[src/gb5_pkg.sv]
package gb5_pkg;

  // pixel and line store
  localparam int PIXEL_W     = 8;
  localparam int LINES       = 4;
  localparam int LINE_WORD_W = LINES * PIXEL_W;

  // window geometry
  localparam int KDIM    = 5;
  localparam int WIN_LAG = KDIM - 1;
  localparam int MIN_DIM = 5;

  // configuration registers
  localparam int IMG_WIDTH_W  = 12;
  localparam int IMG_HEIGHT_W = 13;
  localparam int CFG_DATA_W   = 13;
  localparam int CFG_IDX_W    = 2;

  typedef logic [CFG_IDX_W-1:0] cfg_idx_t;

  localparam cfg_idx_t CFG_IDX_WIDTH  = 2'd0;
  localparam cfg_idx_t CFG_IDX_HEIGHT = 2'd1;

  localparam logic [IMG_WIDTH_W-1:0]  WIDTH_RESET  = 12'd640;
  localparam logic [IMG_HEIGHT_W-1:0] HEIGHT_RESET = 13'd480;

  // result fields
  localparam int OUT_ROW_W = 12;
  localparam int OUT_COL_W = 11;

  // sums: a column sum peaks at 16 * 255, a window sum at 256 * 255
  localparam int COL_SUM_W = 12;
  localparam int WIN_SUM_W = 16;

  typedef logic [PIXEL_W-1:0]     pixel_t;
  typedef logic [LINE_WORD_W-1:0] line_word_t;
  typedef logic [COL_SUM_W-1:0]   col_sum_t;
  typedef logic [WIN_SUM_W-1:0]   win_sum_t;
  typedef logic [OUT_ROW_W-1:0]   out_row_t;
  typedef logic [OUT_COL_W-1:0]   out_col_t;

  // per-word tag from the scan counters
  typedef struct packed {
    logic     emit;
    logic     frame_last;
    out_row_t out_row;
    out_col_t out_col;
  } tag_t;

  // binomial 1-4-6-4-1 weighting of five taps
  function automatic win_sum_t kern5(input win_sum_t a, input win_sum_t b, input win_sum_t c,
                                     input win_sum_t d, input win_sum_t e);
    win_sum_t acc;
    acc = a + e + (b << 2) + (d << 2) + (c << 2) + (c << 1);
    return acc;
  endfunction

endpackage

[src/gb5_scan.sv]
module gb5_scan #(
  parameter int MAX_WIDTH  = 2048,
  parameter int MAX_HEIGHT = 4096,
  parameter int CW         = $clog2(MAX_WIDTH),
  parameter int RW         = $clog2(MAX_HEIGHT)
) (
  input  logic                                 clk,
  input  logic                                 rst_n,
  input  logic                                 cfg_we,
  input  gb5_pkg::cfg_idx_t                    cfg_index,
  input  logic [gb5_pkg::CFG_DATA_W-1:0]       cfg_data,
  input  logic                                 accept,
  output logic [CW-1:0]                        col_addr,
  output gb5_pkg::tag_t                        tag
);

  localparam int WCW = (CW + 1 > gb5_pkg::IMG_WIDTH_W)  ? CW + 1 : gb5_pkg::IMG_WIDTH_W;
  localparam int HCW = (RW + 1 > gb5_pkg::IMG_HEIGHT_W) ? RW + 1 : gb5_pkg::IMG_HEIGHT_W;

  logic [gb5_pkg::IMG_WIDTH_W-1:0]  width_r;
  logic [gb5_pkg::IMG_HEIGHT_W-1:0] height_r;
  logic [CW-1:0]                    col_r, col_nxt;
  logic [RW-1:0]                    row_r, row_nxt;
  logic [WCW-1:0]                   width_ext, w_eff;
  logic [HCW-1:0]                   height_ext, h_eff;
  logic                             last_col, last_row, cfg_hit;

  // configuration registers
  always_ff @(posedge clk) begin
    if (!rst_n) begin
      width_r  <= gb5_pkg::WIDTH_RESET;
      height_r <= gb5_pkg::HEIGHT_RESET;
    end else if (cfg_we) begin
      case (cfg_index)
        gb5_pkg::CFG_IDX_WIDTH:  width_r  <= cfg_data[gb5_pkg::IMG_WIDTH_W-1:0];
        gb5_pkg::CFG_IDX_HEIGHT: height_r <= cfg_data[gb5_pkg::IMG_HEIGHT_W-1:0];
        default: ;
      endcase
    end
  end

  assign cfg_hit = cfg_we && (cfg_index == gb5_pkg::CFG_IDX_WIDTH ||
                              cfg_index == gb5_pkg::CFG_IDX_HEIGHT);

  // effective frame size, saturated into the supported range
  assign width_ext  = WCW'(width_r);
  assign height_ext = HCW'(height_r);

  always_comb begin
    if (width_ext < WCW'(gb5_pkg::MIN_DIM)) begin
      w_eff = WCW'(gb5_pkg::MIN_DIM);
    end else if (width_ext > WCW'(MAX_WIDTH)) begin
      w_eff = WCW'(MAX_WIDTH);
    end else begin
      w_eff = width_ext;
    end
  end

  always_comb begin
    if (height_ext < HCW'(gb5_pkg::MIN_DIM)) begin
      h_eff = HCW'(gb5_pkg::MIN_DIM);
    end else if (height_ext > HCW'(MAX_HEIGHT)) begin
      h_eff = HCW'(MAX_HEIGHT);
    end else begin
      h_eff = height_ext;
    end
  end

  assign last_col = (WCW'(col_r) + WCW'(1)) >= w_eff;
  assign last_row = (HCW'(row_r) + HCW'(1)) >= h_eff;

  // raster position of the next word
  always_comb begin
    col_nxt = col_r;
    row_nxt = row_r;
    if (cfg_hit) begin
      col_nxt = '0;
      row_nxt = '0;
    end else if (accept) begin
      if (last_col) begin
        col_nxt = '0;
        row_nxt = last_row ? '0 : row_r + RW'(1);
      end else begin
        col_nxt = col_r + CW'(1);
      end
    end
  end

  always_ff @(posedge clk) begin
    if (!rst_n) begin
      col_r <= '0;
      row_r <= '0;
    end else begin
      col_r <= col_nxt;
      row_r <= row_nxt;
    end
  end

  // tag for the word at the current position
  assign col_addr       = col_r;
  assign tag.emit       = (row_r >= RW'(gb5_pkg::WIN_LAG)) && (col_r >= CW'(gb5_pkg::WIN_LAG));
  assign tag.frame_last = last_col && last_row;
  assign tag.out_row    = gb5_pkg::OUT_ROW_W'(row_r - RW'(gb5_pkg::WIN_LAG));
  assign tag.out_col    = gb5_pkg::OUT_COL_W'(col_r - CW'(gb5_pkg::WIN_LAG));

  // a register write restarts the frame
  a_cfg_restart: assert property (@(posedge clk) disable iff (!rst_n)
    cfg_hit |=> (col_r == '0) && (row_r == '0))
    else $error("frame position not cleared by register write");

  // the last word of a frame always closes a full window
  a_last_emits: assert property (@(posedge clk) disable iff (!rst_n)
    tag.frame_last |-> tag.emit)
    else $error("frame end flagged outside a full window");

endmodule

[config.mk]
export PLATFORM = sky130hd
export DESIGN_NAME = gb5_scan
export DESIGN_NICKNAME = d
export VERILOG_FILES = /design/src/gb5_pkg.sv /design/src/gb5_scan.sv
export SDC_FILE = /design/constraint.sdc
export NUM_CORES = 1
export LEC_CHECK = 0
export BUFFER_PORTS_ARGS = -buffer_cell sky130_fd_sc_hd__buf_2
export CAP_MARGIN = 10
export CORE_UTILIZATION = 57
export CTS_CLUSTER_SIZE = 40
export DETAILED_ROUTE_END_ITERATION = 16
export PLACE_DENSITY = 0.81
export SLEW_MARGIN = 20
export SYNTH_ARGS = -nofsm -noshare
export SYNTH_HDL_FRONTEND = slang
export SYNTH_SLANG_ARGS = --single-unit
[constraint.sdc]
create_clock -name clk -period 3.5 [get_ports clk]
set_input_delay 0.7 -clock clk [delete_from_list [all_inputs] [get_ports clk]]
set_output_delay 0.7 -clock clk [all_outputs]
set_load 0.005 [all_outputs]
# --- Yosys cells after proc, flatten, opt, wreduce, memory -nomap -nowiden ---
# Index checks and enable logic that the tools add are counted.
word_totals:
  reg_bits: 48
  latchBits: 0
  ramBits: 0
  rom_bits: 0
  input_bits: 19
  out_inout_bits: 36
  elab_cells: 35
  n_memories: 0
op_classes:
  n_addsub: 6
  multipliers: 0
  n_div: 0
  n_lt_le_gt_ge: 8
  n_eq_ne: 1
  shift: 0
  mux: 6
  bitwise: 1
  n_reduce_logical: 9
ops:
  columns: ["cell", "count"]
  rows:
  - ["12-bit two-way mux", 3]
  - ["13-bit two-way mux", 2]
  - ["12-bit by 1-bit adder with 13-bit output, second input constant", 1]
  - ["13-bit >= comparator", 1]
  - ["13-bit greater-than comparator, second input constant", 1]
  - ["13-bit by 3-bit less-than comparator with 1-bit output, second input constant", 1]
  - ["11-bit by 1-bit adder with 12-bit output, second input constant", 1]
  - ["12-bit by 1-bit adder with 12-bit output, second input constant", 1]
  - ["12-bit >= comparator", 1]
  - ["12-bit by 3-bit >= comparator with 1-bit output, second input constant", 1]
  - ["12-bit greater-than comparator, second input constant", 1]
  - ["12-bit by 3-bit less-than comparator with 1-bit output, second input constant", 1]
  - ["12-bit by 3-bit subtractor with 12-bit output, second input constant", 1]
  - ["11-bit by 1-bit adder with 11-bit output, second input constant", 1]
  - ["11-bit by 3-bit >= comparator with 1-bit output, second input constant", 1]
  - ["11-bit two-way mux", 1]
  - ["11-bit by 3-bit subtractor with 11-bit output, second input constant", 1]
  - ["2-bit AND reduction", 3]
  - ["1-bit logical AND", 3]
  - ["2-bit by 1-bit == test with 1-bit output, second input constant", 1]
  - ["2-bit logical NOT", 1]
  - ["2-bit OR reduction", 1]
  - ["1-bit logical OR", 1]
  - ["1-bit inverter", 1]

# --- Longest topological paths before layout ---
depth:
  word_depth: 5
  mapped_depth: 14
  mapped_depth_nobuf: 13

# --- Worst setup path before layout ---
# Ideal clock, no wire load.
synth_path:
  kind: "register to output"
  from: "reg col_r[0], in the netlist col_addr[0]"
  to: "out tag[23] (netlist bit)"
  arrival_time_ns: 2.533
  t_required_ns: 2.800
  setup_slack_ns: 0.267
  path_stages_with_launch: 12
  path_buffers: 0
  path_cell_list: "dfxtp_1 ha_1 and4_1 and3_1 nand3_1 xnor2_1 ha_1 a21oi_1 nand2_1 a211o_1 a21oi_1 a21oi_1"
synth_rtl:
  columns: ["element", "line_no", "text"]
  rows:
  - ["start: declaration", "gb5_scan.sv:22", "logic [CW-1:0] col_r, col_nxt;"]
  - ["start signal: assignment", "gb5_scan.sv:94", "col_r <= col_nxt;"]
  - ["end: declaration", "gb5_scan.sv:14", "output gb5_pkg::tag_t tag"]

==> metrics list <==
- Outcome: finished, violations left
- Failing checks: negative setup slack
- Final critical-path required period: 3.53 ns
- The synthesized design devotes to its leading area cell type 28.1% of total area.
- Endpoints failing setup: 1
- Chip Height: 79.5 µm
* Count of different cell masters after synthesis: 49
* Ratio of routed vias to standard cells: 5.78
- Summed over all nets, the switching power comes to 282 µW.
- Max-Slew Margin vs Limit: 52.8%
* Number of nets in the layout: 544
- Once the floorplan was initialized, standard cells occupied 60.6% of the core.
* Highest-count cells in the layout ignoring fill and taps: sky130_fd_sc_hd__nand2_1 (91), sky130_fd_sc_hd__buf_2 (54), sky130_fd_sc_hd__dfxtp_1 (40), sky130_fd_sc_hd__ha_1 (31), sky130_fd_sc_hd__nor2_1 (29)
* Placement Cell Area: 3730 µm²
- Buffer levels on the longest clock path: 2
* Leak: 0.00182 µW
- Summing internal, switching and leakage power gives 1030 µW.
- Pwr Density: 256 nW/µm²
* CTS Root Cell: sky130_fd_sc_hd__clkbuf_8
- Via count of the routed design: 3255
- In this run the cell area of the synthesized design comes to 3420 µm².
- The setup check on the worst reg-to-reg path leaves a slack of 0.40 ns.
- CTS Sinks: 48
- Footprint of the multi-input gates: 2370 µm²
- Worst Max-Slew Pin Slew: 0.705 ns
- Combinational cells account for 12.4% of the total power.
- Fraction of layout instances using a drive strength above 1: 25.9%
- The finished cells cover 4030 µm².
* Ratio of final minimum period to clock period: 101%
- IR Drop Worst-Case VDD: 0.195 mV
* Seq/Total Area, Yosys: 28.1%
- Setup skew after layout: 0.00573 ns
* Internal power: 749 µW
- After layout, the worst setup slack is -0.0260 ns.
- Relative to the synthesized area, the layout overhead comes to 17.9%.
- Register area: 983 µm²
- For the worst setup path, the data arrival time is 2.83 ns.
- The routed design has 8400 µm of wire.
* Largest net degree at the start of global routing: 28
- Setup repair after global routing could not meet its margin everywhere.
- Sw Share: 27.4%
* Class of the most critical setup path: flip-flop to output port
- Total count of max-transition violations in the final report: 0
- Final-layout setup total negative slack: -0.0260 ns
* Global-route wire length before repair: 13300 µm
- Core area: 5640 µm²
- Derived from the worst setup path, the maximum achievable clock frequency is 284 MHz.
- The tool flagged a number of max-cap violations equal to 0.
* Clock transition at the registers of the reported paths: 0.09 ns
- Dividing the synthesized area by the synthesized cell count gives 7.88 µm².
- DP Wirelength: 5860 µm
- Number of fillers in the final layout: 429
- Ranked by total cell area, the synthesized netlist is headed by sky130_fd_sc_hd__dfxtp_1 (28%), sky130_fd_sc_hd__ha_1 (13%), sky130_fd_sc_hd__nand2_1 (10%).
- In this run the count of I/O pins placed on the die edge is 55.
* Clock Latency Late Sink: 0.31 ns
* Placement Setup Slack: 0.122 ns
- For this run, the detailed router's first-pass iteration total came to 5.
- The H-tree was split into 2 levels.
* IO buf count: 54
* Dominant cell type by area after synthesis: sky130_fd_sc_hd__dfxtp_1
* Mapped Cells: 434
- Yosys warning count: 0
* Post-synthesis sequential element count: 48
- Flop pwr share: 55.2%
* Die area: 6320 µm²
* Residual DRC count: 0
- Final global-route overflow total: 0
- CTS tree: done
* Routability congestion estimate from global placement: 0.871
- Maximum fanout along the worst path: 7
- Leaving out fill and tap cells, the most frequent cell in the layout is sky130_fd_sc_hd__nand2_1.
- Clock power frac: 32.4%
* Horizontal extent of the die: 79.5 µm
- The number of global-route vias before repair is 2926.
- Row count: 27
- The worst setup path is launched from a flip-flop.
- Data required time of the critical path: 2.80 ns
- Once detail routing completed, the nets flagged for antenna violations numbered 0.
- The tightest min-delay check is of the flip-flop to flip-flop type.
* Final antenna diode count: 0
- For this run, the share of the core covered by cells in the final layout is 71.5%.
- The initial antenna violation count was 0.
- Total count of hold-check failures in the final report: 0
- Number of DRC markers in iteration 0: 277
- Post-detailed-route wirelength per cell: 14.9 µm
* Critical Path End Type: output port
* Total clock buffers created by CTS: 5
- Global routing used 26.6% of the available tracks.
- Counting every net in the synthesized netlist gives 488.
-- flip-flops by register name, summed over array words and instances (netlist names) --
register    flops
width_ext      12
col_addr       11
row_r          12
height_ext     13
-- area by class of cell --
| class | count | share of cell area [%] |
|---|---|---|
| tap | 72 | 2.23 |
| clock buffer | 5 | 1.71 |
| timing repair buffer | 76 | 10.8 |
| multi-input combinational | 342 | 58.8 |
| inverter | 17 | 1.58 |
| clock inverter | 3 | 0.465 |
| sequential | 48 | 24.4 |
-- worst paths after layout --
| kind | from | endpoint | cells past startpoint |
|---|---|---|---|
| worst max-delay path | height_ext[6]$_SDFFE_PN1P_ | tag[23] | 12 |
| worst min-delay path | width_ext[6]$_SDFFE_PN0P_ | width_ext[6]$_SDFFE_PN0P_ | 2 |
| worst max register to register | col_addr[2]$_SDFFE_PP0P_ | row_r[6]$_SDFFE_PP0P_ | 13 |
| worst min register to register | width_ext[6]$_SDFFE_PN0P_ | width_ext[6]$_SDFFE_PN0P_ | 2 |
-- synthesized netlist by cell type (all sizes together) --
master / number
nand2b: 6
buf: 13
inv: 17
xnor2: 18
clkbuf: 14
ha: 35
nor2b: 5
nand2: 91
xor2: 24
a21bo: 1
and4: 4
nand3: 16
a211o: 1
and2: 3
a31oi: 1
mux2i: 1
o41ai: 2
mux2: 1
nand4: 4
a211oi: 2
dfxtp: 48
o211ai: 2
a221o: 1
a22o: 11
and3: 10
or4: 1
a21oi: 16
or2: 1
nor3: 8
or3: 2
nor4: 9
a221oi: 1
a21boi: 19
nor2: 31
o21ai: 13
a21o: 2
-- power groups by stage --
stage | Combinational (µW) | Clock, µW | Sequential, µW
6_report | 128 | 334 | 569
5_1_grt | 141 | 358 | 571
4_1_cts | 121 | 339 | 569
3_5_place_dp | 118 | 0 | 583
3_3_place_gp | 114 | 0 | 582
2_1_floorplan | 79.6 | 0 | 581
-- stage by stage --
| stage | hold WS (ns) | cells |
|---|---|---|
| finish | 0.500 | 563 |
| floorplan | 0.456 | 434 |
| CTS | 0.487 | 559 |
| global placement | 0.472 | 545 |
| global route | 0.531 | 563 |
| detailed placement | 0.474 | 545 |
-- critical path: stages, from the launching register on --
cell	delay [ns]
sky130_fd_sc_hd__dfxtp_1	0.35
sky130_fd_sc_hd__nor4_2	0.27
sky130_fd_sc_hd__nand3_1	0.17
sky130_fd_sc_hd__o41ai_2	0.23
sky130_fd_sc_hd__buf_4	0.19
sky130_fd_sc_hd__nand2_1	0.08
sky130_fd_sc_hd__ha_1	0.30
sky130_fd_sc_hd__a211oi_1	0.28
sky130_fd_sc_hd__nor2_1	0.12
sky130_fd_sc_hd__nor2_1	0.16
sky130_fd_sc_hd__a21bo_2	0.17
sky130_fd_sc_hd__a21oi_2	0.07
sky130_fd_sc_hd__buf_2	0.13
-- layer usage --
layer,vias up,wire (µm),global-route usage (%)
li1,1587,-,-
met1,1511,3780,35.4
met2,135,3910,42.2
met3,22,482,4.46
met4,0,234,10.7
met5,-,0,0
-- cells by family after synthesis --
kind of cell	synth area share, %
xor gates and xnor gates	10.8
AOI/OAI and AO/OA	15.1
buffers and inverters	6.00
DFF	28.1
muxes	0.622
and+or+nand+nor	26.7
adders and majority gates	12.8
-- repair_timing --
item | CTS | global route
hold endpoints to repair | 0 | 0
setup endpoints to repair | 1 | 1
pin swaps | 3 | 8
hold buffers | 0 | 0
buffers inserted | 6 | 4
gates resized for setup | 12 | 25
Note: power is estimated with default switching activity, not from simulation.
