$ cat config.mk
export PLATFORM = sky130hd
export DESIGN_NAME = gb5_filter
export DESIGN_NICKNAME = d
export VERILOG_FILES = /design/src/gb5_pkg.sv /design/src/gb5_filter.sv
export SDC_FILE = /design/constraint.sdc
export NUM_CORES = 1
export LEC_CHECK = 0
export BUFFER_PORTS_ARGS = -buffer_cell sky130_fd_sc_hd__buf_4
export CAP_MARGIN = 10
export CELL_PAD_IN_SITES_DETAIL_PLACEMENT = 2
export CELL_PAD_IN_SITES_GLOBAL_PLACEMENT = 2
export CORE_ASPECT_RATIO = 0.8
export CORE_MARGIN = 1
export CORE_UTILIZATION = 37
export DETAILED_ROUTE_END_ITERATION = 8
export GPL_TIMING_DRIVEN = 0
export PLACE_DENSITY_LB_ADDON = 0.08
export SETUP_SLACK_MARGIN = 0.3
export SYNTH_ARGS = -nofsm -noshare
export SYNTH_HDL_FRONTEND = slang
export SYNTH_SLANG_ARGS = --single-unit
export TNS_END_PERCENT = 10
$ cat constraint.sdc
create_clock -name clk -period 4.88 [get_ports clk]
set_clock_uncertainty 0.05 [all_clocks]
set_input_delay 0.976 -clock clk [delete_from_list [all_inputs] [get_ports clk]]
set_output_delay 0.976 -clock clk [all_outputs]
set_load 0.1 [all_outputs]
$ cat src/gb5_pkg.sv
package gb5_pkg;

  // pixel and line store
  localparam int PIXEL_W     = 8;
  localparam int LINES       = 4;
  localparam int LINE_WORD_W = LINES * PIXEL_W;

  // window geometry
  localparam int KDIM    = 5;
  localparam int WIN_LAG = KDIM - 1;
  localparam int MIN_DIM = 5;

  // configuration registers
  localparam int IMG_WIDTH_W  = 12;
  localparam int IMG_HEIGHT_W = 13;
  localparam int CFG_DATA_W   = 13;
  localparam int CFG_IDX_W    = 2;

  typedef logic [CFG_IDX_W-1:0] cfg_idx_t;

  localparam cfg_idx_t CFG_IDX_WIDTH  = 2'd0;
  localparam cfg_idx_t CFG_IDX_HEIGHT = 2'd1;

  localparam logic [IMG_WIDTH_W-1:0]  WIDTH_RESET  = 12'd640;
  localparam logic [IMG_HEIGHT_W-1:0] HEIGHT_RESET = 13'd480;

  // result fields
  localparam int OUT_ROW_W = 12;
  localparam int OUT_COL_W = 11;

  // sums: a column sum peaks at 16 * 255, a window sum at 256 * 255
  localparam int COL_SUM_W = 12;
  localparam int WIN_SUM_W = 16;

  typedef logic [PIXEL_W-1:0]     pixel_t;
  typedef logic [LINE_WORD_W-1:0] line_word_t;
  typedef logic [COL_SUM_W-1:0]   col_sum_t;
  typedef logic [WIN_SUM_W-1:0]   win_sum_t;
  typedef logic [OUT_ROW_W-1:0]   out_row_t;
  typedef logic [OUT_COL_W-1:0]   out_col_t;

  // per-word tag from the scan counters
  typedef struct packed {
    logic     emit;
    logic     frame_last;
    out_row_t out_row;
    out_col_t out_col;
  } tag_t;

  // binomial 1-4-6-4-1 weighting of five taps
  function automatic win_sum_t kern5(input win_sum_t a, input win_sum_t b, input win_sum_t c,
                                     input win_sum_t d, input win_sum_t e);
    win_sum_t acc;
    acc = a + e + (b << 2) + (d << 2) + (c << 2) + (c << 1);
    return acc;
  endfunction

endpackage

$ cat src/gb5_filter.sv
module gb5_filter (
  input  logic                clk,
  input  logic                rst_n,
  input  logic                adv,
  input  logic                s1_valid,
  input  gb5_pkg::pixel_t     px,
  input  gb5_pkg::line_word_t lines,
  input  gb5_pkg::tag_t       s1_tag,
  output logic                s2_valid,
  output gb5_pkg::tag_t       s2_tag,
  output gb5_pkg::pixel_t     s2_filtered
);

  gb5_pkg::col_sum_t csum_r [gb5_pkg::KDIM];
  gb5_pkg::col_sum_t vsum;
  gb5_pkg::win_sum_t vsum_full, hsum;
  gb5_pkg::tag_t     s2_tag_r;
  logic              s2_valid_r;

  // vertical 1-4-6-4-1 over the four stored lines and the new pixel
  assign vsum_full = gb5_pkg::kern5(
    gb5_pkg::WIN_SUM_W'(lines[0*gb5_pkg::PIXEL_W +: gb5_pkg::PIXEL_W]),
    gb5_pkg::WIN_SUM_W'(lines[1*gb5_pkg::PIXEL_W +: gb5_pkg::PIXEL_W]),
    gb5_pkg::WIN_SUM_W'(lines[2*gb5_pkg::PIXEL_W +: gb5_pkg::PIXEL_W]),
    gb5_pkg::WIN_SUM_W'(lines[3*gb5_pkg::PIXEL_W +: gb5_pkg::PIXEL_W]),
    gb5_pkg::WIN_SUM_W'(px));
  assign vsum = vsum_full[gb5_pkg::COL_SUM_W-1:0];

  // window held as five column sums, newest on the right
  always_ff @(posedge clk) begin
    if (!rst_n) begin
      for (int i = 0; i < gb5_pkg::KDIM; i++) begin
        csum_r[i] <= '0;
      end
    end else if (adv && s1_valid) begin
      for (int i = 0; i < gb5_pkg::KDIM - 1; i++) begin
        csum_r[i] <= csum_r[i + 1];
      end
      csum_r[gb5_pkg::KDIM-1] <= vsum;
    end
  end

  // stage two control
  always_ff @(posedge clk) begin
    if (!rst_n) begin
      s2_valid_r <= 1'b0;
    end else if (adv) begin
      s2_valid_r <= s1_valid && s1_tag.emit;
    end
  end

  always_ff @(posedge clk) begin
    if (adv && s1_valid) begin
      s2_tag_r <= s1_tag;
    end
  end

  // horizontal 1-4-6-4-1 over the column sums
  assign hsum = gb5_pkg::kern5(
    gb5_pkg::WIN_SUM_W'(csum_r[0]), gb5_pkg::WIN_SUM_W'(csum_r[1]),
    gb5_pkg::WIN_SUM_W'(csum_r[2]), gb5_pkg::WIN_SUM_W'(csum_r[3]),
    gb5_pkg::WIN_SUM_W'(csum_r[4]));

  assign s2_valid    = s2_valid_r;
  assign s2_tag      = s2_tag_r;
  assign s2_filtered = hsum[gb5_pkg::WIN_SUM_W-1 -: gb5_pkg::PIXEL_W];

endmodule

Yosys cells after proc, flatten, opt, wreduce, memory -nomap -nowiden
Memories as Yosys holds them, arrays and structs flattened.
Cells that the tools add are included.
- add/subtract/negate cells: 10
- multiplexer cells: 9
- bitwise operators: 5
- reduce and logical (&&, ||, !) cells: 2
- operator list (operator ; number):
    $mux W12 ; 5
    $add A15 B14 Y16 ; 1
    $add A16 B13 Y16 ; 1
    $add A16 B14 Y16 ; 1
    $add A13 B14 Y15 ; 1
    $add A12 B12 Y13 ; 1
    $add A11 B10 Y12 ; 1
    $add A12 B10 Y12 ; 1
    $add A12 B9 Y12 ; 1
    $add A9 B10 Y11 ; 1
    $add A8 B8 Y9 ; 1
    $or A1 B1 Y1 ; 5
    $mux W1 ; 4
    $logic_and A1 B1 Y1 ; 2
- flip-flop bits (word level): 26
- bits in writable memories: 60
- memories kept: 1
- memory list (name ; depth ; width ; rd ports ; clocked after memory_dff ; wr ports ; RTL line ; source):
    csum_r ; 5 ; 12 ; 5 ; 0 ; 5 ; gb5_filter.sv:14 ; gb5_pkg::col_sum_t csum_r [gb5_pkg::KDIM];

Depth between registers and ports, before layout
Gate-level depths: netlist of the first run.
- depth after elaboration: 6
- gate-level depth with buffers: 15
- depth with buffers taken out: 15

Worst setup path before layout of the first run
No wires, ideal clock.
- path kind: register to output
- start: memory csum_r[0][28] (netlist name)
- end: output s2_filtered[4]
- arrival time: 4616 ps
- data required time: 3854 ps
- setup slack: -762 ps
- cell stages (with the launch flop): 14
- path buffers: 0
- cell sequence: edfxtp_1 -> inv_1 -> fa_1 -> inv_1 -> fa_1 -> inv_1 -> fa_1 -> inv_1 -> ha_1 -> and4_2 -> a22o_4 -> a2bb2oi_2 -> nand2_1 -> xnor2_1
- RTL lines (what ; RTL line ; source):
    start: declaration ; gb5_filter.sv:14 ;
    end: declaration ; gb5_filter.sv:11 ; output gb5_pkg::pixel_t s2_filtered

==> results.tsv, run 1 <==
metric	value	unit
minimum clock period	5022	ps
DRT Pass-1 Iters	6	
post-route ant nets	0	
element type at the critical path start	flop	
routed length per instance	16.97	µm
Syn Inst Count	505	
WL final	14310	µm
initial antenna violation count	0	
Worst Path Arrival	4000	ps
setup ws final	-142.2	ps
Yosys cell types	40	
CP Launch Point	csum_r[0][55]	
Initial Util	0.3853	
Reg power frac	0.166	
Routability Congestion	0.7514	
Crit Path Class	flop to output pin	
layout cell share with drive strength beyond 1	0.2737	
fin area	0.007692	mm²
Max Fanout on Critical Path	4	
Via density	4.534	
DIE AREA	0.01641	mm²
VDD IR-drop max	430.7	µV
# rows	40	
number of enable flip-flop cells after synthesis	85	
Sw Pwr	2676	µW
die width	143.0	µm
Worst-Margin Slew	826.3	ps
CTS root buf	clkbuf_16	
worst rel slew slack	0.4492	
DP HPWL	10680	µm
crit end category	output pin	
violated checks	negative setup slack	
synthesis-to-finish area growth	30.78	%
RSZ-0062 raised after global routing	yes	
Final setup violation count	5	
reg2reg start	csum_r[0][29]	
# hold bufs at CTS	0	
Synth Warn #	0	
Combinational Power Share	0.707	
NumNets Final	798	
Fmax achieved	199.1	MHz
Clock transition at path regs	60	ps
#FFs+latches synth	86	
post-synthesis instance area	0.005882	mm²
clk sink count	86	
fill cell count	1525	
input/output buffers	102	
Inserted Clock Buffers	9	
hold path startpoint	s2_valid	
Placeable Area	0.01526	mm²
via count of the first global-routing pass	4556	
GR Overflow Total	0	
Clock Path Buffers	2	
period utilisation layout	1.029	
Crit path required time	3850	ps
first-pass GRT wire length	22960	µm
MaxCap Viol Count	0	
Hold Fails Final Rpt	0	
detailed-route DRC error count	0	
Max Slew Vio Count	0	
commonest non-fill, non-tap cell in the layout	inv_1	
Worst-Skew Late Latency	340	ps
all-layer global routing usage	0.1874	
clock power share	0.127	
sw frac	0.4926	
Post-DP Area	0.007047	mm²
pin count of the biggest net entering global routing	61	
syn_nets	675	
final hold slack	489.0	ps
commonest cells after routing, fill and taps aside	161 x inv_1, 103 x buf_4, 85 x edfxtp_1, 73 x fa_1, 41 x nor2_1	
Leak Pwr	0.003576	µW
power per cell area	706.2	mW/mm²
Seq/Total Area, Yosys	0.4374	
register area	0.002572	mm²
H-tree lvl count	3	
Top Ports	103	
Iteration-0 DRC Markers	88	
outcome	finished, violations left	
via count	3822	
worst min-delay path category	flop to flop	
Die Ht	114.8	µm
CTS tree	yes	
Syn Area/Cell	11.65	µm²
Int Pwr	2756	µW
area of the multi-input gates	0.002940	mm²
Async SR Flop Fraction	0	
Synth Flop Type	edfxtp_1	
==> final cells by class <==
type | instances | area share
sequential | 86 | 0.3344
inverter | 173 | 0.08442
antenna | 1 | 0.0003253
clock buffer | 9 | 0.02928
buffer | 6 | 0.002928
tap | 210 | 0.03416
clock inverter | 6 | 0.008783
timing repair buffer | 112 | 0.1235
multi-input combinational | 240 | 0.3822
==> power by group through the flow <==
stage | registers, µW | clock network [µW] | logic [µW]
2_1_floorplan | 1010 | 0 | 2400
3_3_place_gp | 919 | 0 | 3010
3_5_place_dp | 920 | 0 | 3110
4_1_cts | 904 | 706 | 3610
5_1_grt | 910 | 732 | 4100
6_report | 904 | 689 | 3840
==> metal layers <==
layer / vias to the layer above / global-route usage / routed length [µm]
li1: 1781 / - / -
met1: 1979 / 0.2112 / 5678
met2: 56 / 0.3707 / 8164
met3: 6 / 0.02832 / 343
met4: 0 / 0.04086 / 121
met5: - / 0 / 0
==> final timing paths <==
kind                                  endpoint  slack, ps  cells past startpoint
worst max-delay path            s2_filtered[7]       -140                     14
worst min-delay path                  s2_valid        490                      2
worst max register to register   csum_r[0][17]       3910                      3
worst min register to register        s2_valid        490                      2
==> registers in the layout, indices dropped and copies added (netlist names) <==
name	flops
csum_r	60
s2_tag	25
s2_valid	1
==> repair_timing <==
action                                  CTS  global route
gates resized for setup                  42            20
endpoints found under the setup margin    8             9
pin swaps                                23            14
setup buffers                             7             2
==> per-stage QoR <==
stage          cells  power, µW  setup TNS, ps  setup WS [ps]    util
3_5_place_dp     817       4026         -499.4         -195.0  0.4616
6_report         843       5432         -562.9         -142.2  0.5039
5_1_grt          842       5741          -1633         -289.7  0.5038
2_1_floorplan    505       3413              0          79.70       -
4_1_cts          839       5218         -928.8         -193.1  0.4951
3_3_place_gp     817       3930         -281.6         -138.3  0.4611
==> cells by family (layout without fill, tap and decap cells) <==
family / count (synthesis) / count (layout) / synth area share
simple gates: 91 / 91 / 0.07615
flops: 86 / 86 / 0.4374
fa+ha+maj: 101 / 101 / 0.3080
compound gates: 37 / 37 / 0.04744
buf+inv: 179 / 306 / 0.1142
mux: 2 / 2 / 0.003404
other cells: 0 / 1 / 0
xor+xnor: 9 / 9 / 0.01340
==> cells in the mapped netlist, types with 3 or more instances <==
cell type | count | area share
nor3_1 | 5 | 0.0043
nand2b_1 | 5 | 0.0053
ha_1 | 28 | 0.060
nand2_1 | 5 | 0.0032
edfxtp_1 | 85 | 0.43
nand3_1 | 3 | 0.0026
nor2b_1 | 4 | 0.0043
o21ai_0 | 5 | 0.0043
clkbuf_1 | 6 | 0.0038
inv_1 | 173 | 0.11
a21oi_1 | 7 | 0.0060
a21o_1 | 3 | 0.0038
fa_1 | 73 | 0.25
and2_1 | 20 | 0.021
xnor2_1 | 6 | 0.0089
xor2_1 | 3 | 0.0045
o21a_1 | 5 | 0.0064
nor2_1 | 43 | 0.027
==> worst max-delay path, stage by stage (launching register included) <==
cell and delay [ps]:
edfxtp_1 340, inv_2 60, fa_1 570, inv_2 50
fa_1 530, inv_1 50, fa_1 490, inv_2 50
ha_4 220, a21o_1 200, a21oi_4 250, a2bb2oi_4 260
o31ai_2 80, a311o_2 350, buf_12 170
No activity file was read; power rests on OpenSTA's default activity.
==> run 2, diff against run 1 <==
Settings changed: GPL_TIMING_DRIVEN 0 to unset.
==> results.tsv, run 2 (synthesized netlist as in run 1, its figures left out) <==
metric	value	unit	change
detailed-route DRC error count	0		unchanged
synthesis-to-finish area growth	30.48	%	was 30.78%
H-tree lvl count	3		unchanged
Hold Fails Final Rpt	0		unchanged
Placed Instances	821		was 817
RSZ-0062 raised after global routing	yes		unchanged
setup ws final	-156.9	ps	was -142.2 ps
Crit path required time	3850	ps	about the same
CTS tree	yes		unchanged
violated checks	negative setup slack		unchanged
pre-CTS WS	-46.08	ps	was -195.0 ps
crit end category	output pin		unchanged
Largest Register	csum_r		unchanged
Worst-Skew Late Latency	330	ps	was 340 ps
Worst Path Arrival	4010	ps	was 4000 ps
Finished Layout Cells	843		unchanged
worst min-delay path category	flop to flop		unchanged
die width	143.0	µm	unchanged
sw frac	0.4870		was 0.4926
commonest cells after routing, fill and taps aside	162 x inv_1, 111 x buf_4, 85 x edfxtp_1, 71 x fa_1, 41 x nor2_1		was 161 x inv_1, 103 x buf_4, 85 x edfxtp_1, 73 x fa_1, 41 x nor2_1
Max Slew Vio Count	0		unchanged
MaxCap Viol Count	0		unchanged
VDD IR-drop max	897.1	µV	was 430.7 µV
Int Pwr	2795	µW	was 2756 µW
first-pass GRT wire length	23400	µm	was 22960 µm
element type at the critical path start	flop		unchanged
Sw Pwr	2653	µW	was 2676 µW
clock power share	0.126		was 0.127
r2r setup slk	3880	ps	was 3910 ps
Iteration-0 DRC Markers	103		was 88
# rows	40		unchanged
via count of the first global-routing pass	4633		was 4556
Crit Path Class	flop to output pin		unchanged
period utilisation layout	1.032		was 1.029
post-route ant nets	0		unchanged
Routability Congestion	0.7340		was 0.7514
WL final	14220	µm	was 14310 µm
worst rel slew slack	0.4716		was 0.4492
Reg power frac	0.166		about the same
Fmax achieved	198.5	MHz	was 199.1 MHz
DP HPWL	10970	µm	was 10680 µm
Placeable Area	0.01526	mm²	unchanged
Clock transition at path regs	70	ps	was 60 ps
Worst-Margin Slew	792.7	ps	was 826.3 ps
clk sink count	86		unchanged
layout cell share with drive strength beyond 1	0.2796		was 0.2737
Initial Util	0.3853		unchanged
minimum clock period	5037	ps	was 5022 ps
NumNets Final	799		was 798
via count	3792		was 3822
Via density	4.498		was 4.534
Final setup violation count	7		was 5
commonest non-fill, non-tap cell in the layout	inv_1		unchanged
input/output buffers	102		unchanged
initial antenna violation count	0		unchanged
Clock Path Buffers	2		unchanged
fill cell count	1547		was 1525
outcome	finished, violations left		unchanged
Leak Pwr	0.003586	µW	was 0.003576 µW
# hold bufs at CTS	0		unchanged
Inserted Clock Buffers	9		unchanged
diode count	0		was 1
Combinational Power Share	0.708		was 0.707
routed length per instance	16.86	µm	was 16.97 µm
GR Overflow Total	0		unchanged
final hold slack	454.5	ps	was 489.0 ps
all-layer global routing usage	0.1928		was 0.1874
Die Ht	114.8	µm	unchanged
Top Ports	103		unchanged
DRT Pass-1 Iters	4		was 6
power per cell area	709.8	mW/mm²	was 706.2 mW/mm²
Fin Setup TNS	-569.7	ps	was -562.9 ps
pin count of the biggest net entering global routing	41		was 61
max reg flops	60		unchanged
Max Fanout on Critical Path	4		unchanged
CTS root buf	clkbuf_16		unchanged
DIE AREA	0.01641	mm²	unchanged
## run 2: cell types whose count changed in the layout (fill, tap and decap cells not counted), sizes merged
cell	delta
buf	+8
diode	-1
clkbuf	-7
## run 2: power by group through the flow
stage / registers, µW / clock network, µW / logic, µW
4_1_cts: 905 / 704 / 3730
2_1_floorplan: 1010 / 0 / 2400
5_1_grt: 909 / 733 / 4120
6_report: 904 / 689 / 3860
3_5_place_dp: 920 / 0 / 3210
3_3_place_gp: 915 / 0 / 3100
## run 2: per-layer routing
metal,global-route usage,part of all wire
met1,0.2010,0.37
met2,0.3977,0.60
met3,0.03207,0.021
met4,0.04301,0.011
met5,0,0
## run 2: final timing paths
check	startpoint	to	depth (start not counted)
hold / removal	s2_valid	s2_valid	2
setup reg to reg	csum_r[0][38]	csum_r[0][26]	2
hold reg to reg	s2_valid	s2_valid	2
setup / recovery	csum_r[0][26]	s2_filtered[7]	14
## run 2: repair_timing
action / 4_1_cts / 5_1_grt
buffers inserted: 5 / 2
pin swaps: 27 / 7
endpoints found under the setup margin: 8 / 9
resized for setup: 47 / 10
cloned: 0 / 0
## run 2: final cells by class
cell class,count,area (µm²),share of cell area
clock buffer,9,225.2,0.02934
sequential,86,2572,0.3352
clock inverter,6,67.56,0.008803
multi-input combinational,240,2914,0.3797
tap,210,262.8,0.03424
inverter,173,649.4,0.08461
timing repair buffer,119,983.4,0.1281
## run 2: metrics by stage
stage          total power (µW)  area, µm²  utilization
3_5_place_dp               4133       7094       0.4648
4_1_cts                    5340       7602       0.4980
6_report                   5447       7675       0.5028
3_3_place_gp               4019       7094       0.4648
5_1_grt                    5767       7675       0.5028
2_1_floorplan              3413       6011            -
## run 2: critical path, stage by stage, from the launching register on
cell       delay (ps)
edfxtp_1          380
inv_2              60
fa_1              510
inv_2              50
fa_1              570
inv_2              50
fa_1              490
inv_1              50
ha_1              290
and4_4            160
a22o_4            250
a2bb2oi_4         220
o31ai_2            80
a311o_2           340
buf_12            170
==> run 3, diff against run 2 <==
Settings changed: PLACE_DENSITY_LB_ADDON 0.08 to 0.1.
==> results.tsv, run 3 (synthesized netlist as in run 1, its figures left out) <==
metric	value	unit	change
outcome	finished, violations left		unchanged
violated checks	negative setup slack		unchanged
reg2reg start	csum_r[0][28]		was csum_r[0][38]
DRT Pass-1 Iters	4		unchanged
die width	143.0	µm	unchanged
Worst Path Arrival	3990	ps	was 4010 ps
fin area	0.007644	mm²	was 0.007675 mm²
max reg flops	60		unchanged
layout cell share with drive strength beyond 1	0.2686		was 0.2796
GR Overflow Total	0		unchanged
Final setup violation count	6		was 7
all-layer global routing usage	0.1837		was 0.1928
Via density	4.480		was 4.498
input/output buffers	102		unchanged
final hold slack	476.0	ps	was 454.5 ps
DP HPWL	11120	µm	was 10970 µm
H-tree lvl count	3		unchanged
R2R depth	3		was 2
# rows	40		unchanged
DIE AREA	0.01641	mm²	unchanged
pin count of the biggest net entering global routing	42		was 41
Inserted Clock Buffers	9		unchanged
routed length per instance	16.15	µm	was 16.86 µm
via count of the first global-routing pass	4599		was 4633
setup ws final	-132.3	ps	was -156.9 ps
diode count	0		unchanged
Placeable Area	0.01526	mm²	unchanged
CTS root buf	clkbuf_16		unchanged
Clock transition at path regs	60	ps	was 70 ps
Worst-Skew Late Latency	330	ps	about the same
r2r endpoint	csum_r[0][16]		was csum_r[0][26]
Post-DP Area	0.007079	mm²	was 0.007094 mm²
RSZ-0062 raised after global routing	yes		unchanged
Iteration-0 DRC Markers	90		was 103
detailed-route DRC error count	0		unchanged
Crit Path Class	flop to output pin		unchanged
crit end category	output pin		unchanged
hold depth	2		unchanged
Die Ht	114.8	µm	unchanged
minimum clock period	5012	ps	was 5037 ps
CTS tree	yes		unchanged
via count	3777		was 3792
commonest non-fill, non-tap cell in the layout	inv_1		unchanged
Leak Pwr	0.003586	µW	about the same
period utilisation layout	1.027		was 1.032
Top Ports	103		unchanged
WL final	13610	µm	was 14220 µm
first-pass GRT wire length	22560	µm	was 23400 µm
# hold bufs at CTS	0		unchanged
Finished Core Util	0.5007		was 0.5028
Largest Register	csum_r		unchanged
Crit path required time	3850	ps	about the same
Initial Util	0.3853		unchanged
commonest cells after routing, fill and taps aside	164 x inv_1, 109 x buf_4, 85 x edfxtp_1, 73 x fa_1, 41 x nor2_1		was 162 x inv_1, 111 x buf_4, 85 x edfxtp_1, 71 x fa_1, 41 x nor2_1
Fmax achieved	199.5	MHz	was 198.5 MHz
synthesis-to-finish area growth	29.95	%	was 30.48%
hold path startpoint	s2_valid		unchanged
r2r setup slk	3890	ps	was 3880 ps
MaxCap Viol Count	0		unchanged
element type at the critical path start	flop		unchanged
Clock Path Buffers	2		unchanged
VDD IR-drop max	911.9	µV	was 897.1 µV
initial antenna violation count	0		unchanged
worst min-delay path category	flop to flop		unchanged
Max Slew Vio Count	0		unchanged
Worst-Margin Slew	1021	ps	was 792.7 ps
Routability Congestion	0.7263		was 0.7340
post-route ant nets	0		unchanged
clk sink count	86		unchanged
Final Power	5392	µW	was 5447 µW
NumNets Final	798		was 799
Max Fanout on Critical Path	4		unchanged
worst rel slew slack	0.3196		was 0.4716
power per cell area	705.5	mW/mm²	was 709.8 mW/mm²
WHS Endpoint	s2_valid		unchanged
Hold Fails Final Rpt	0		unchanged
[run 3: worst max-delay path by stage]
| stage | startpoint | endpoint | slack [ps] | cells after the start |
|---|---|---|---|---|
| global route | csum_r[0][7] | s2_filtered[3] | -320 | 15 |
| detailed placement | csum_r[0][28] | s2_filtered[3] | -80 | 15 |
| floorplan | csum_r[0][28] | s2_filtered[3] | 80 | 13 |
| CTS | csum_r[0][28] | s2_filtered[7] | -190 | 11 |
| global placement | csum_r[0][29] | s2_filtered[5] | 50 | 15 |
| finish | csum_r[0][7] | s2_filtered[7] | -130 | 14 |
[run 3: power breakdown]
part	switching (µW)	total (µW)	internal, µW
combinational	2300	3840	1540
clock	292	644	352
sequential	27.3	904	877
[run 3: cell type report]
cell class,instances,area (µm²)
Timing Repair Buffer,118,989.7
Inverter,173,649.4
Tap cell,210,262.8
Multi-Input combinational cell,240,2888
Sequential cell,86,2572
Fill cell,1515,7621
Clock buffer,9,225.2
Clock inverter,7,56.30
[run 3: timing repair]
item,CTS,global route
buffers inserted,6,2
resized for setup,45,8
gates cloned,0,0
endpoints found under the setup margin,8,8
pin swaps,22,4
[run 3: per-stage QoR]
stage          cells  setup slack (ps)  TNS (ps)
6_report         843            -132.3    -550.8
5_1_grt          843            -317.9     -1886
4_1_cts          841            -195.0    -580.5
3_5_place_dp     819            -81.87    -222.4
3_3_place_gp     819             50.85         0
2_1_floorplan    505             79.70         0
[run 3: worst max-delay path: stages, from the launching register on]
cell       delay [ps]
edfxtp_1          350
inv_2              40
fa_1              550
inv_2              40
fa_1              550
inv_2              50
fa_1              510
inv_2              50
ha_4              240
a21o_1            190
a21oi_4           250
a2bb2oi_4         220
o31ai_1            90
a311o_2           340
buf_12            170
[run 3: per-layer routing]
layer / up-vias / global-route usage / routed length (µm)
li1: 1777 / - / -
met2: 43 / 0.3802 / 8316
met4: 0 / 0.03441 / 126
met5: - / 0 / 0
met1: 1947 / 0.1924 / 4866
met3: 10 / 0.03165 / 302
